<file path="src/sv/lbp_pkg.sv">
// ----------------------------------------------------------------------------
// lbp_pkg
// Shared types and constants for the LSB-first code bit packer.
// ----------------------------------------------------------------------------
package lbp_pkg;

    // Largest code accepted per request
    localparam int MAX_CODE_BITS = 64;
    // Bits per emitted byte
    localparam int BYTE_BITS = 8;
    // Depth of the queue between the front and back parts
    localparam int Q_DEPTH = 2;

    typedef enum logic {
        CMD_APPEND = 1'b0,
        CMD_FLUSH  = 1'b1
    } t_command;

    typedef struct packed {
        t_command    command;
        logic [63:0] code_bits;
        logic [6:0]  code_length;
    } t_in_item;

    typedef struct packed {
        logic [7:0] out_byte;
        logic       last;
    } t_out_item;

    // Back part sequencer states
    typedef enum logic {
        BK_IDLE,
        BK_EMIT
    } t_back_state;

endpackage

</file>
<file path="src/sv/lbp_fifo.sv">
// ----------------------------------------------------------------------------
// lbp_fifo
// Small register queue that decouples the front part from the back part.
// ----------------------------------------------------------------------------
module lbp_fifo #(
    parameter int WIDTH = 8,
    parameter int DEPTH = lbp_pkg::Q_DEPTH
) (
    input  logic             i_clk,
    input  logic             i_rst_n,
    input  logic             i_push,
    input  logic [WIDTH-1:0] i_data,
    output logic             o_full,
    output logic             o_valid,
    output logic [WIDTH-1:0] o_data,
    input  logic             i_pop
);

    localparam int AW = (DEPTH > 1) ? $clog2(DEPTH) : 1;
    localparam int CW = $clog2(DEPTH + 1);

    logic [WIDTH-1:0] r_mem [DEPTH];
    logic [AW-1:0]    r_wr_ptr, n_wr_ptr;
    logic [AW-1:0]    r_rd_ptr, n_rd_ptr;
    logic [CW-1:0]    r_count,  n_count;
    logic             do_push, do_pop;

    assign o_full  = (r_count == CW'(DEPTH));
    assign o_valid = (r_count != '0);
    assign o_data  = r_mem[r_rd_ptr];
    assign do_push = i_push && !o_full;
    assign do_pop  = i_pop && o_valid;

    // Advance pointers with wrap and track the fill level
    always_comb begin
        n_wr_ptr = r_wr_ptr;
        n_rd_ptr = r_rd_ptr;
        n_count  = r_count;
        if (do_push) begin
            n_wr_ptr = (r_wr_ptr == AW'(DEPTH - 1)) ? '0 : r_wr_ptr + AW'(1);
        end
        if (do_pop) begin
            n_rd_ptr = (r_rd_ptr == AW'(DEPTH - 1)) ? '0 : r_rd_ptr + AW'(1);
        end
        if (do_push && !do_pop) begin
            n_count = r_count + CW'(1);
        end else if (do_pop && !do_push) begin
            n_count = r_count - CW'(1);
        end
    end

    always_ff @(posedge i_clk) begin
        if (!i_rst_n) begin
            r_wr_ptr <= '0;
            r_rd_ptr <= '0;
            r_count  <= '0;
        end else begin
            r_wr_ptr <= n_wr_ptr;
            r_rd_ptr <= n_rd_ptr;
            r_count  <= n_count;
        end
    end

    // Store the request payload
    always_ff @(posedge i_clk) begin
        if (do_push) begin
            r_mem[r_wr_ptr] <= i_data;
        end
    end

endmodule

</file>
<file path="src/sv/lbp_front.sv">
// ----------------------------------------------------------------------------
// lbp_front
// Accepts requests, saturates the length, masks unused code bits and drops
// zero-length appends before they reach the queue.
// ----------------------------------------------------------------------------
module lbp_front #(
    parameter int MAX_CODE_BITS = lbp_pkg::MAX_CODE_BITS,
    parameter int LW            = $clog2(MAX_CODE_BITS + 1),
    parameter int QW            = 1 + MAX_CODE_BITS + LW
) (
    input  logic             i_push,
    output logic             o_full,
    input  lbp_pkg::t_in_item i_item,
    output logic             o_q_push,
    output logic [QW-1:0]    o_q_data,
    input  logic             i_q_full
);

    logic [6:0]               len_sat;
    logic [MAX_CODE_BITS-1:0] bits_masked;
    logic                     is_flush;
    logic                     drop;

    assign o_full   = i_q_full;
    assign is_flush = (i_item.command == lbp_pkg::CMD_FLUSH);

    // Clamp the length and clear bits at and above it
    always_comb begin
        len_sat = (i_item.code_length > 7'(MAX_CODE_BITS)) ? 7'(MAX_CODE_BITS)
                                                           : i_item.code_length;
        for (int i = 0; i < MAX_CODE_BITS; i++) begin
            bits_masked[i] = i_item.code_bits[i] && (7'(i) < len_sat);
        end
    end

    // Drop appends that carry no bits
    assign drop     = !is_flush && (len_sat == 7'd0);
    assign o_q_push = i_push && !i_q_full && !drop;
    assign o_q_data = {is_flush, bits_masked, len_sat[LW-1:0]};

endmodule

</file>
<file path="src/sv/lbp_back.sv">
// ----------------------------------------------------------------------------
// lbp_back
// Merges queued codes with the pending bits; emits completed bytes into a
// registered output slot, one per cycle while it is free; handles flushes.
// ----------------------------------------------------------------------------
module lbp_back #(
    parameter int MAX_CODE_BITS = lbp_pkg::MAX_CODE_BITS,
    parameter int LW            = $clog2(MAX_CODE_BITS + 1),
    parameter int QW            = 1 + MAX_CODE_BITS + LW
) (
    input  logic               i_clk,
    input  logic               i_rst_n,
    input  logic               i_q_valid,
    input  logic [QW-1:0]      i_q_data,
    output logic               o_q_pop,
    output logic               o_empty,
    input  logic               i_pop,
    output lbp_pkg::t_out_item o_item
);

    localparam int BB = lbp_pkg::BYTE_BITS;
    localparam int WW = MAX_CODE_BITS + BB - 1;
    localparam int RW = $clog2(MAX_CODE_BITS + BB);

    lbp_pkg::t_back_state     r_state, n_state;
    logic [BB-2:0]            r_acc, n_acc;
    logic [2:0]               r_cnt, n_cnt;
    logic [WW-1:0]            r_win, n_win;
    logic [RW-1:0]            r_rem, n_rem;
    logic                     r_out_valid, n_out_valid;
    logic [7:0]               r_out_byte, n_out_byte;
    logic                     r_out_last, n_out_last;

    logic                     q_flush;
    logic [MAX_CODE_BITS-1:0] q_bits;
    logic [LW-1:0]            q_len;
    logic                     slot_free;
    logic [WW-1:0]            win_load;
    logic [RW-1:0]            rem_load;
    logic [WW-1:0]            win_shift;
    logic [RW-1:0]            rem_shift;

    assign {q_flush, q_bits, q_len} = i_q_data;
    assign slot_free = !r_out_valid || i_pop;

    // Align new code bits above the pending ones
    assign win_load  = ({{(BB - 1){1'b0}}, q_bits} << r_cnt) |
                       {{MAX_CODE_BITS{1'b0}}, r_acc};
    assign rem_load  = RW'(q_len) + RW'(r_cnt);
    assign win_shift = r_win >> BB;
    assign rem_shift = r_rem - RW'(BB);

    // Sequence the byte emission and the pending accumulator
    always_comb begin
        n_state     = r_state;
        n_acc       = r_acc;
        n_cnt       = r_cnt;
        n_win       = r_win;
        n_rem       = r_rem;
        n_out_valid = r_out_valid && !i_pop;
        n_out_byte  = r_out_byte;
        n_out_last  = r_out_last;
        o_q_pop     = 1'b0;
        unique case (r_state)
            lbp_pkg::BK_IDLE: begin
                if (i_q_valid && slot_free) begin
                    o_q_pop = 1'b1;
                    if (q_flush) begin
                        if (r_cnt != 3'd0) begin
                            n_out_valid = 1'b1;
                            n_out_byte  = {1'b0, r_acc};
                            n_out_last  = 1'b1;
                        end
                        n_acc = '0;
                        n_cnt = '0;
                    end else if (rem_load < RW'(BB)) begin
                        n_acc = win_load[BB-2:0];
                        n_cnt = rem_load[2:0];
                    end else begin
                        n_win   = win_load;
                        n_rem   = rem_load;
                        n_state = lbp_pkg::BK_EMIT;
                    end
                end
            end
            lbp_pkg::BK_EMIT: begin
                if (slot_free) begin
                    n_out_valid = 1'b1;
                    n_out_byte  = r_win[7:0];
                    n_out_last  = (rem_shift < RW'(BB));
                    n_win       = win_shift;
                    n_rem       = rem_shift;
                    if (rem_shift < RW'(BB)) begin
                        n_acc   = win_shift[BB-2:0];
                        n_cnt   = rem_shift[2:0];
                        n_state = lbp_pkg::BK_IDLE;
                    end
                end
            end
            default: begin
                n_state = lbp_pkg::BK_IDLE;
            end
        endcase
    end

    always_ff @(posedge i_clk) begin
        if (!i_rst_n) begin
            r_state <= lbp_pkg::BK_IDLE;
        end else begin
            r_state <= n_state;
        end
    end

    // Hold accumulator and output slot control
    always_ff @(posedge i_clk) begin
        if (!i_rst_n) begin
            r_acc       <= '0;
            r_cnt       <= '0;
            r_out_valid <= 1'b0;
        end else begin
            r_acc       <= n_acc;
            r_cnt       <= n_cnt;
            r_out_valid <= n_out_valid;
        end
    end

    // Payload registers
    always_ff @(posedge i_clk) begin
        r_win      <= n_win;
        r_rem      <= n_rem;
        r_out_byte <= n_out_byte;
        r_out_last <= n_out_last;
    end

    assign o_empty         = !r_out_valid;
    assign o_item.out_byte = r_out_byte;
    assign o_item.last     = r_out_last;

endmodule

</file>
<file path="src/sv/lsb_first_code_bit_packer_top.sv">
// ----------------------------------------------------------------------------
// lsb_first_code_bit_packer_top
// Packs variable-length codes LSB first into a byte stream.
// ----------------------------------------------------------------------------
// Usage:
//   Input queue: drive i_item and raise push; the request is taken on an edge
//   where full is low. An append request adds the low code_length bits of
//   code_bits (clamped to MAX_CODE_BITS) to the pending bits; a flush request
//   emits the pending partial byte zero padded and clears it.
//   Output queue: while empty is low, o_item holds the oldest byte; raise pop
//   to take it. last marks the final byte produced by one request.
//   Flow: with the back part idle, an append passes the queue, the back
//   part's shift window and the output slot register before its first byte
//   shows on o_item; the byte of a flush goes from the queue to the slot.
//   The back part loads an append in its idle state and then its byte shifter
//   moves out completed bytes one per cycle while the output slot is free; an
//   append that completes no byte, or a flush, needs only the idle state.
//   A two-entry queue lets new requests be taken while bytes are emitted.
//   Reset clears the pending bits, the request queue and the output slot.
//   When the receiver stalls, the output byte holds, the back part waits and
//   full rises once the queue fills.
// ----------------------------------------------------------------------------
module lsb_first_code_bit_packer_top #(
    parameter int MAX_CODE_BITS = lbp_pkg::MAX_CODE_BITS
) (
    input  logic               i_clk,
    input  logic               i_rst_n,
    input  logic               push,
    output logic               full,
    input  lbp_pkg::t_in_item  i_item,
    output logic               empty,
    input  logic               pop,
    output lbp_pkg::t_out_item o_item
);

    localparam int LW = $clog2(MAX_CODE_BITS + 1);
    localparam int QW = 1 + MAX_CODE_BITS + LW;

    logic          q_push;
    logic [QW-1:0] q_wdata;
    logic          q_full;
    logic          q_valid;
    logic [QW-1:0] q_rdata;
    logic          q_pop;

    lbp_front #(
        .MAX_CODE_BITS (MAX_CODE_BITS),
        .LW            (LW),
        .QW            (QW)
    ) u_front (
        .i_push   (push),
        .o_full   (full),
        .i_item   (i_item),
        .o_q_push (q_push),
        .o_q_data (q_wdata),
        .i_q_full (q_full)
    );

    lbp_fifo #(
        .WIDTH (QW),
        .DEPTH (lbp_pkg::Q_DEPTH)
    ) u_fifo (
        .i_clk   (i_clk),
        .i_rst_n (i_rst_n),
        .i_push  (q_push),
        .i_data  (q_wdata),
        .o_full  (q_full),
        .o_valid (q_valid),
        .o_data  (q_rdata),
        .i_pop   (q_pop)
    );

    lbp_back #(
        .MAX_CODE_BITS (MAX_CODE_BITS),
        .LW            (LW),
        .QW            (QW)
    ) u_back (
        .i_clk     (i_clk),
        .i_rst_n   (i_rst_n),
        .i_q_valid (q_valid),
        .i_q_data  (q_rdata),
        .o_q_pop   (q_pop),
        .o_empty   (empty),
        .i_pop     (pop),
        .o_item    (o_item)
    );

endmodule

</file>
<file path="config.mk">
export PLATFORM = sky130hd
export DESIGN_NAME = lsb_first_code_bit_packer_top
export DESIGN_NICKNAME = d
export VERILOG_FILES = /design/src/sv/lbp_pkg.sv /design/src/sv/lbp_fifo.sv /design/src/sv/lbp_front.sv /design/src/sv/lbp_back.sv /design/src/sv/lsb_first_code_bit_packer_top.sv
export SDC_FILE = /design/constraint.sdc
export NUM_CORES = 1
export LEC_CHECK = 0
export BUFFER_PORTS_ARGS = -buffer_cell sky130_fd_sc_hd__buf_2
export CAP_MARGIN = 20
export CORE_MARGIN = 5
export CORE_UTILIZATION = 57
export CTS_CLUSTER_DIAMETER = 120
export CTS_CLUSTER_SIZE = 12
export DETAILED_ROUTE_END_ITERATION = 12
export GPL_TIMING_DRIVEN = 0
export PLACE_DENSITY = 0.76
export REMOVE_ABC_BUFFERS = 1
export SETUP_SLACK_MARGIN = 0.1
export SLEW_MARGIN = 20
export SYNTH_ARGS = -nofsm -noshare
export SYNTH_HDL_FRONTEND = slang
export SYNTH_HIERARCHICAL = 1
export SYNTH_SLANG_ARGS = --single-unit
</file>
<file path="constraint.sdc">
create_clock -name i_clk -period 7.5 [get_ports i_clk]
set_input_delay 0.75 -clock i_clk [delete_from_list [all_inputs] [get_ports i_clk]]
set_output_delay 0.75 -clock i_clk [all_outputs]
set_load 0.005 [all_outputs]
</file>
==> results of run 1 <==
## through the flow
stage | setup WS [ps] | instances
floorplan | 1180 | 923
global placement | -651 | 1322
detailed placement | 3880 | 1334
CTS | 3880 | 1377
global route | 3610 | 1377
finish | 3840 | 1377
## critical path, delay by kind of cell (launching register included)
kind,cells,cell delay [ps]
flops,1,510
compound gates,2,860
buf+inv,3,1290
simple gates,2,620
## registers in the layout (all words and copies together), names as in the netlist, named ones only
| register | count |
|---|---|
| u_fifo/r_mem | 144 |
| u_back/r_win | 71 |
| u_back/r_out_byte | 8 |
| u_back/r_acc | 7 |
| u_back/r_rem | 7 |
| u_back/r_cnt | 3 |
| u_fifo/r_count | 2 |
| u_back/r_out_last | 1 |
| u_back/r_out_valid | 1 |
| u_back/r_state | 1 |
| u_fifo/r_rd_ptr | 1 |
| u_fifo/r_wr_ptr | 1 |
## report_power, final
part | switching [W] | internal (W)
Clock | 0.000485 | 0.000653
Sequential | 0.000247 | 0.00217
Combinational | 0.00125 | 0.000996
## kinds of logic (layout without fill, tap and decap cells)
family                     Yosys count  count (layout)  share of synthesized area
xor gates and xnor gates            10              10                    0.00660
buffers and inverters               90             159                     0.0375
and+or+nand+nor                    247             247                     0.0983
adders and majority gates            7               7                    0.00716
AOI/OAI and AO/OA                  178             178                     0.0857
DFF                                248             248                      0.548
muxes                              215             215                      0.217
## cell usage in the layout, fill, tap and decap left out, drive strengths merged, types with 6 or more instances in the layout
| master | Yosys | routed |
|---|---|---|
| a21boi | 11 | 11 |
| a21oi | 39 | 39 |
| and2 | 16 | 16 |
| and3 | 9 | 9 |
| buf | 48 | 98 |
| clkbuf | 24 | 42 |
| dfxtp | 17 | 17 |
| edfxtp | 231 | 231 |
| ha | 6 | 6 |
| inv | 18 | 18 |
| mux2 | 90 | 90 |
| mux2i | 76 | 76 |
| mux4 | 49 | 49 |
| nand2 | 126 | 126 |
| nor2 | 42 | 42 |
| nor2b | 12 | 12 |
| nor3 | 15 | 15 |
| o21a | 22 | 22 |
| o21ai | 70 | 70 |
| xnor2 | 7 | 7 |
## area by class of cell
| class | count | share of cell area |
|---|---|---|
| multi-input cells | 657 | 0.376 |
| clock inverters | 1 | 0.00205 |
| repair buffers | 98 | 0.0461 |
| inverters | 18 | 0.00461 |
| flip-flops and latches | 248 | 0.497 |
| clock buffers | 42 | 0.0470 |
| well taps | 313 | 0.0267 |
## worst paths after layout
path                                            end  cells after the start  slack [ps]       startpoint
worst min-delay path            u_fifo/r_mem[1][71]                      1         440       i_item[71]
worst min register to register      u_back/r_acc[1]                      2         480  u_back/r_acc[1]
worst max-delay path               u_back/r_win[35]                      7        3840   u_back/r_state
worst max register to register     u_back/r_win[35]                      7        3840   u_back/r_state
## layer usage
metal  up-vias  GRT usage
li1       3879          -
met1      4088      0.316
met2       298      0.368
met3        50     0.0296
met4         0     0.0637
met5         -          0
==> results.tsv, run 1 <==
stage	metric	value	unit
outcome	status	completed	
logic_synthesis	synth-seq-cells	248	
logic_synthesis	netlist_area	13300	um^2
layout	finalInstanceArea	14700	um^2
layout	drive_gt1_frac	0.230	
clocking	numCtsBuffers	24	
clocking	post_cts_buffers	0	
logic_synthesis	ys_seq_area_frac	0.548	
global_route	grt.overflow.total	0	
timing	drv_slew	0	
logic_synthesis	synth.avg_cell_area	13.3	um^2
timing	tns	0	ps
clocking	cts_resized	0	
layout	areaGrowthSynthToFinish	10.5	%
timing	tightestPinTransition	1050	ps
hold_path	hp-class	in -> reg	
critical_path	worstPathCellList	buf_16, inv_1, nand2_1, a31o_2, nor3b_1, o21a_4, buf_12	
critical_path	critPathArrivalTime	3860	ps
route	drc	0	
floorplan	rows	55	
logic_synthesis	ys_types	77	
floorplan	die_area	26400	um^2
global_route	antenna_found_initial	0	
critical_path	crit_path_max_incr_delay	680	ps
logic_synthesis	synthCells	995	
floorplan	die_y	163	um
global_route	grt_first_pass_wirelength	46.5	mm
logic_synthesis	yosys_warnings	6	
clocking	clockBufferDepth	3	
route	drt_iter0_drc	676	
flow_run	max_cap_viol_count	0	
logic_synthesis	synth.most_common_cell	edfxtp_1	
clocking	cts-hold-fix-buffers	0	
layout	diodes	0	
critical_path	crit_type	reg -> reg	
route	vias_per_cell	6.04	
place	io_buffers	86	
clocking	clock_sinks	248	
critical_path	worstPathMaxFanout	87	
layout	regArea	7300	um^2
timing	min_period	3660	ps
floorplan	die_x	163	um
clocking	clock_latency	520	ps
pwr	irDropWorstVdd	0.349	mV
route	postRouteAntennaNets	0	
pwr	power.density	396	nW/um^2
clocking	cts-root-buf	clkbuf_16	
pwr	fin_total_pwr	0.00581	W
logic_synthesis	yosys.area.top_type	edfxtp_1	
critical_path	worstPathRequired	7700	ps
layout	multi_input_area	5520	um^2
route	top_layer	met4	
timing	final.period_utilization	0.488	
global_route	grt_pass1_vias	8294	
route	vias	8315	
floorplan	pin_count	87	
timing	rsz0062_at_grt	false	
clocking	clk_pin_slew_worst_paths	60	ps
route	wl_met3	1.94	mm
logic_synthesis	synth_edf_count	231	
timing	hold_viol_final	0	
global_route	grt_max_degree	88	
global_route	grt_use_total	0.223	
timing	fmax	0.273	GHz
pwr	cellLeakagePower	5.01	nW
timing	hold_slack	439	ps
logic_synthesis	synth_top_area_frac	0.522	
route	wl_per_cell	21.3	um
critical_path	end_kind	flop	
timing	max_slew_margin	0.301	
route	met1Wirelength	12.4	mm
layout	fin_nets	1130	
logic_synthesis	synth_common_cells	edfxtp_1, nand2_1, mux2i_1	
critical_path	cp_slowest_cell	inv_1	
timing	fin_skew	10.3	ps
place	place_congestion	0.819	
layout	fin_util	0.644	
place	placed_cell_area	14000	um^2
timing	setup_violations	0	
logic_synthesis	ys.flop_type	edfxtp_1	
floorplan	coreArea	22800	um^2
floorplan	start_util	0.583	
place	dp_hpwl	20.1	mm
route	drtPass1Iterations	5	
critical_path	cp-start-kind	flop	
layout	final.fill_count	1687	
clocking	ctsHtreeMaxLevel	1	
clocking	cts_tree	built	
logic_synthesis	synth_area_leaders	edfxtp_1, mux4_2, mux2_1	
logic_synthesis	synthArstFlopShare	0	
route	drt_wl_total	29.4	mm
route	wl_met2	14.1	mm
No activity file was read; power rests on OpenSTA's default activity.
==> run 2: changes to the inputs <==
ABC_AREA = 1   (was not set)
CORE_UTILIZATION = 55   (was 57)
clock period = 3.2 ns   (was 7.5 ns; I/O delays follow)
==> results.tsv, run 2 <==
stage	metric	value	unit	change
layout	final.fill_count	1793		+6.3%
layout	final_common_cell	nand2_1		
global_route	grt_max_degree	65		-26%
layout	finalInstanceArea	14800	um^2	+0.95%
timing	fmax	0.344	GHz	+26%
layout	reg_top3	u_fifo/r_mem: 144 flops, u_back/r_win: 71 flops, u_back/r_out_byte: 8 flops		
route	vias_per_cell	5.71		-5.4%
clocking	clk_pin_slew_worst_paths	60	ps	about the same
critical_path	crit_path_max_incr_delay	410	ps	-270 ps
critical_path	rrSetupSlack	300	ps	-3540 ps
global_route	grt_pass1_vias	9473		+14%
critical_path	worstPathMaxFanout	34		-61%
critical_path	end_kind	flop		
layout	areaGrowthSynthToFinish	13.2	%	
clocking	cts-root-buf	clkbuf_16		
layout	final_cell_mix	nand2_1, edfxtp_1, nor2_1		
hold_path	holdPathStages	3		+2
place	io_buffers	86		unchanged
route	drt_wl_total	32.4	mm	+10%
timing	fin_skew	27.4	ps	+17.1 ps
global_route	antenna_found_initial	0		unchanged
logic_synthesis	synth.avg_cell_area	9.70	um^2	-27%
timing	final.period_utilization	0.907		+0.419
route	postRouteAntennaNets	0		unchanged
place	placed_cell_area	13800	um^2	-1.0%
timing	setup_ws	296	ps	-3540 ps
critical_path	path_common_cell	nand2_1		
critical_path	reg2reg_depth	16		+9
logic_synthesis	synth-seq-cells	248		unchanged
pwr	irDropWorstVdd	0.531	mV	+52%
timing	min_period	2900	ps	-756 ps
outcome	status	completed		
logic_synthesis	yosys_warnings	6		unchanged
timing	drv_slew	0		unchanged
hold_path	min_from	i_item[70]		
layout	top_register	u_fifo/r_mem		
floorplan	start_util	0.558		-0.0253
clocking	cts_tree	built		
layout	fin_nets	1511		+34%
global_route	grt_first_pass_wirelength	50.3	mm	+8.2%
layout	largest_reg_flops	144		unchanged
logic_synthesis	synthArstFlopShare	0		unchanged
logic_synthesis	netlist_area	13100	um^2	-1.4%
pwr	cellLeakagePower	6.23	nW	+24%
global_route	grt.overflow.total	0		unchanged
critical_path	critPathArrivalTime	3120	ps	-740 ps
clocking	clockBufferDepth	3		unchanged
logic_synthesis	synth.most_common_cell	nand2_1		
critical_path	cp-start-kind	flop		
logic_synthesis	ys_seq_area_frac	0.556		+0.00791
critical_path	r2r-start	u_back/r_cnt[1]		
logic_synthesis	ys_types	49		-36%
flow_run	max_cap_viol_count	0		unchanged
route	drtPass1Iterations	6		+1
route	drc	0		unchanged
clocking	clock_sinks	248		unchanged
critical_path	path_depth	16		+9
critical_path	cp_slowest_cell	dfxtp_4		
logic_synthesis	yosys.area.top_type	edfxtp_1		
place	place_congestion	0.883		+7.8%
hold_path	hp-class	in -> reg		
critical_path	crit_type	reg -> reg		
floorplan	die_area	27000	um^2	+2.0%
floorplan	die_y	164	um	+1.0%
timing	rsz0062_at_grt	false		
floorplan	coreArea	23500	um^2	+3.0%
timing	setup_violations	0		unchanged
layout	diodes	0		unchanged
pwr	fin_total_pwr	0.0159	W	+170%
layout	drive_gt1_frac	0.184		-0.0467
place	pre_cts_ws	-520	ps	-4400 ps
logic_synthesis	synthCells	1349		+36%
clocking	clock_latency	530	ps	about the same
route	vias	10000		+21%
critical_path	worstPathCellList	buf_12, inv_6, buf_16, fa_1, inv_1, nand2_1, nand2_1, nand2_1, nand2_1, nand2_1, inv_1, nor2_1, nand2_2, nand3_4, nand2_8, clkbuf_16		
floorplan	rows	56		+1.8%
critical_path	worst-path-buf-inv	6		+3
logic_synthesis	synth_top_area_frac	0.530		+0.00754
floorplan	die_x	164	um	+1.0%
timing	tightestPinTransition	1050	ps	-2.22 ps
logic_synthesis	synth_edf_count	231		unchanged
critical_path	critical_path.top_delay_family	buffers and inverters		
clocking	numCtsBuffers	24		unchanged
route	drt_iter0_drc	1035		+53%
critical_path	worstPathRequired	3420	ps	-4280 ps
clocking	ctsHtreeMaxLevel	1		unchanged
critical_path	cp-startpoint	u_back/r_cnt[1]		
global_route	grt_use_total	0.235		+0.0119
logic_synthesis	synth_area_leaders	edfxtp_1, nand2_1, mux2_4		
logic_synthesis	ys.flop_type	edfxtp_1		
timing	max_slew_margin	0.299		-0.00110
logic_synthesis	synth_common_cells	nand2_1, edfxtp_1, nor2_1		
floorplan	pin_count	87		unchanged
route	wl_per_cell	18.4	um	-14%
timing	hold_viol_final	0		unchanged
pwr	power.density	1070	nW/um^2	+170%
place	dp_hpwl	21.2	mm	+5.4%
-- run 2: cell types whose count changed in the layout (fill, tap and decap cells not counted), sizes merged, moves of 15 or more --
cell	previous run	this run
mux2	90	72
o221ai	1	27
nand3	2	65
o21ai	70	87
o21a	22	5
nor2	42	113
and2	16	1
buf	98	116
inv	18	98
mux4	49	0
mux2i	76	2
nand2	126	487
-- run 2: stage by stage --
step	cells	utilization	TNS, ps	hold slack (ps)
after global routing	1757	0.631	0	110
final	1757	0.631	0	101
after global placement	1685	0.574	-1187670	462
after detailed placement	1697	0.588	-30630	468
after floorplan	1280	-	-525420	419
after CTS	1738	0.622	0	86.7
-- run 2: path summary, 6_finish.rpt --
check,endpoint
min reg2reg,u_back/r_acc[6]
min,u_fifo/r_mem[1][70]
max,u_back/r_win[44]
max reg2reg,u_back/r_win[44]
-- run 2: cell families after synthesis --
logic type	share of synthesized area
simple gates	0.212
flops	0.556
buf+inv	0.0627
compound gates	0.0772
mux	0.0835
fa+ha+maj	0.00726
xor+xnor	0.00134
-- run 2: worst min-delay path, stage by stage --
cell,delay (ps)
buf_2,70
nand2_1,40
inv_1,60
-- run 2: routing by layer --
metal | global-route usage | vias up | share of wire
met4 | 0.0511 | 0 | 0.025
met1 | 0.337 | 4780 | 0.41
met5 | 0 | - | 0
met2 | 0.388 | 479 | 0.48
met3 | 0.0311 | 67 | 0.087
li1 | - | 4714 | -
-- run 2: timing repair --
| item | 4_1_cts | 5_1_grt |
|---|---|---|
| cloned | 2 | 2 |
| setup endpoints to repair | 104 | 76 |
| hold endpoints to repair | 2 | 0 |
| resized for setup | 6 | 2 |
| setup buffers | 2 | 17 |
| pin swaps | 1 | 0 |
| hold buffers | 1 | 0 |
-- run 2: final cells by class --
type                       instances  area, um^2  area share
inverter                          99         378      0.0255
clock buffer                      35         663      0.0448
timing repair buffer             121        1000      0.0678
multi-input combinational        934        5060       0.342
clock inverter                     1        16.3     0.00110
tap                              319         399      0.0269
sequential                       248        7290       0.492
-- run 2: power breakdown --
group	switching, W	internal, W
Clock	0.00114	0.00142
Combinational	0.00476	0.00284
Sequential	0.000453	0.00525
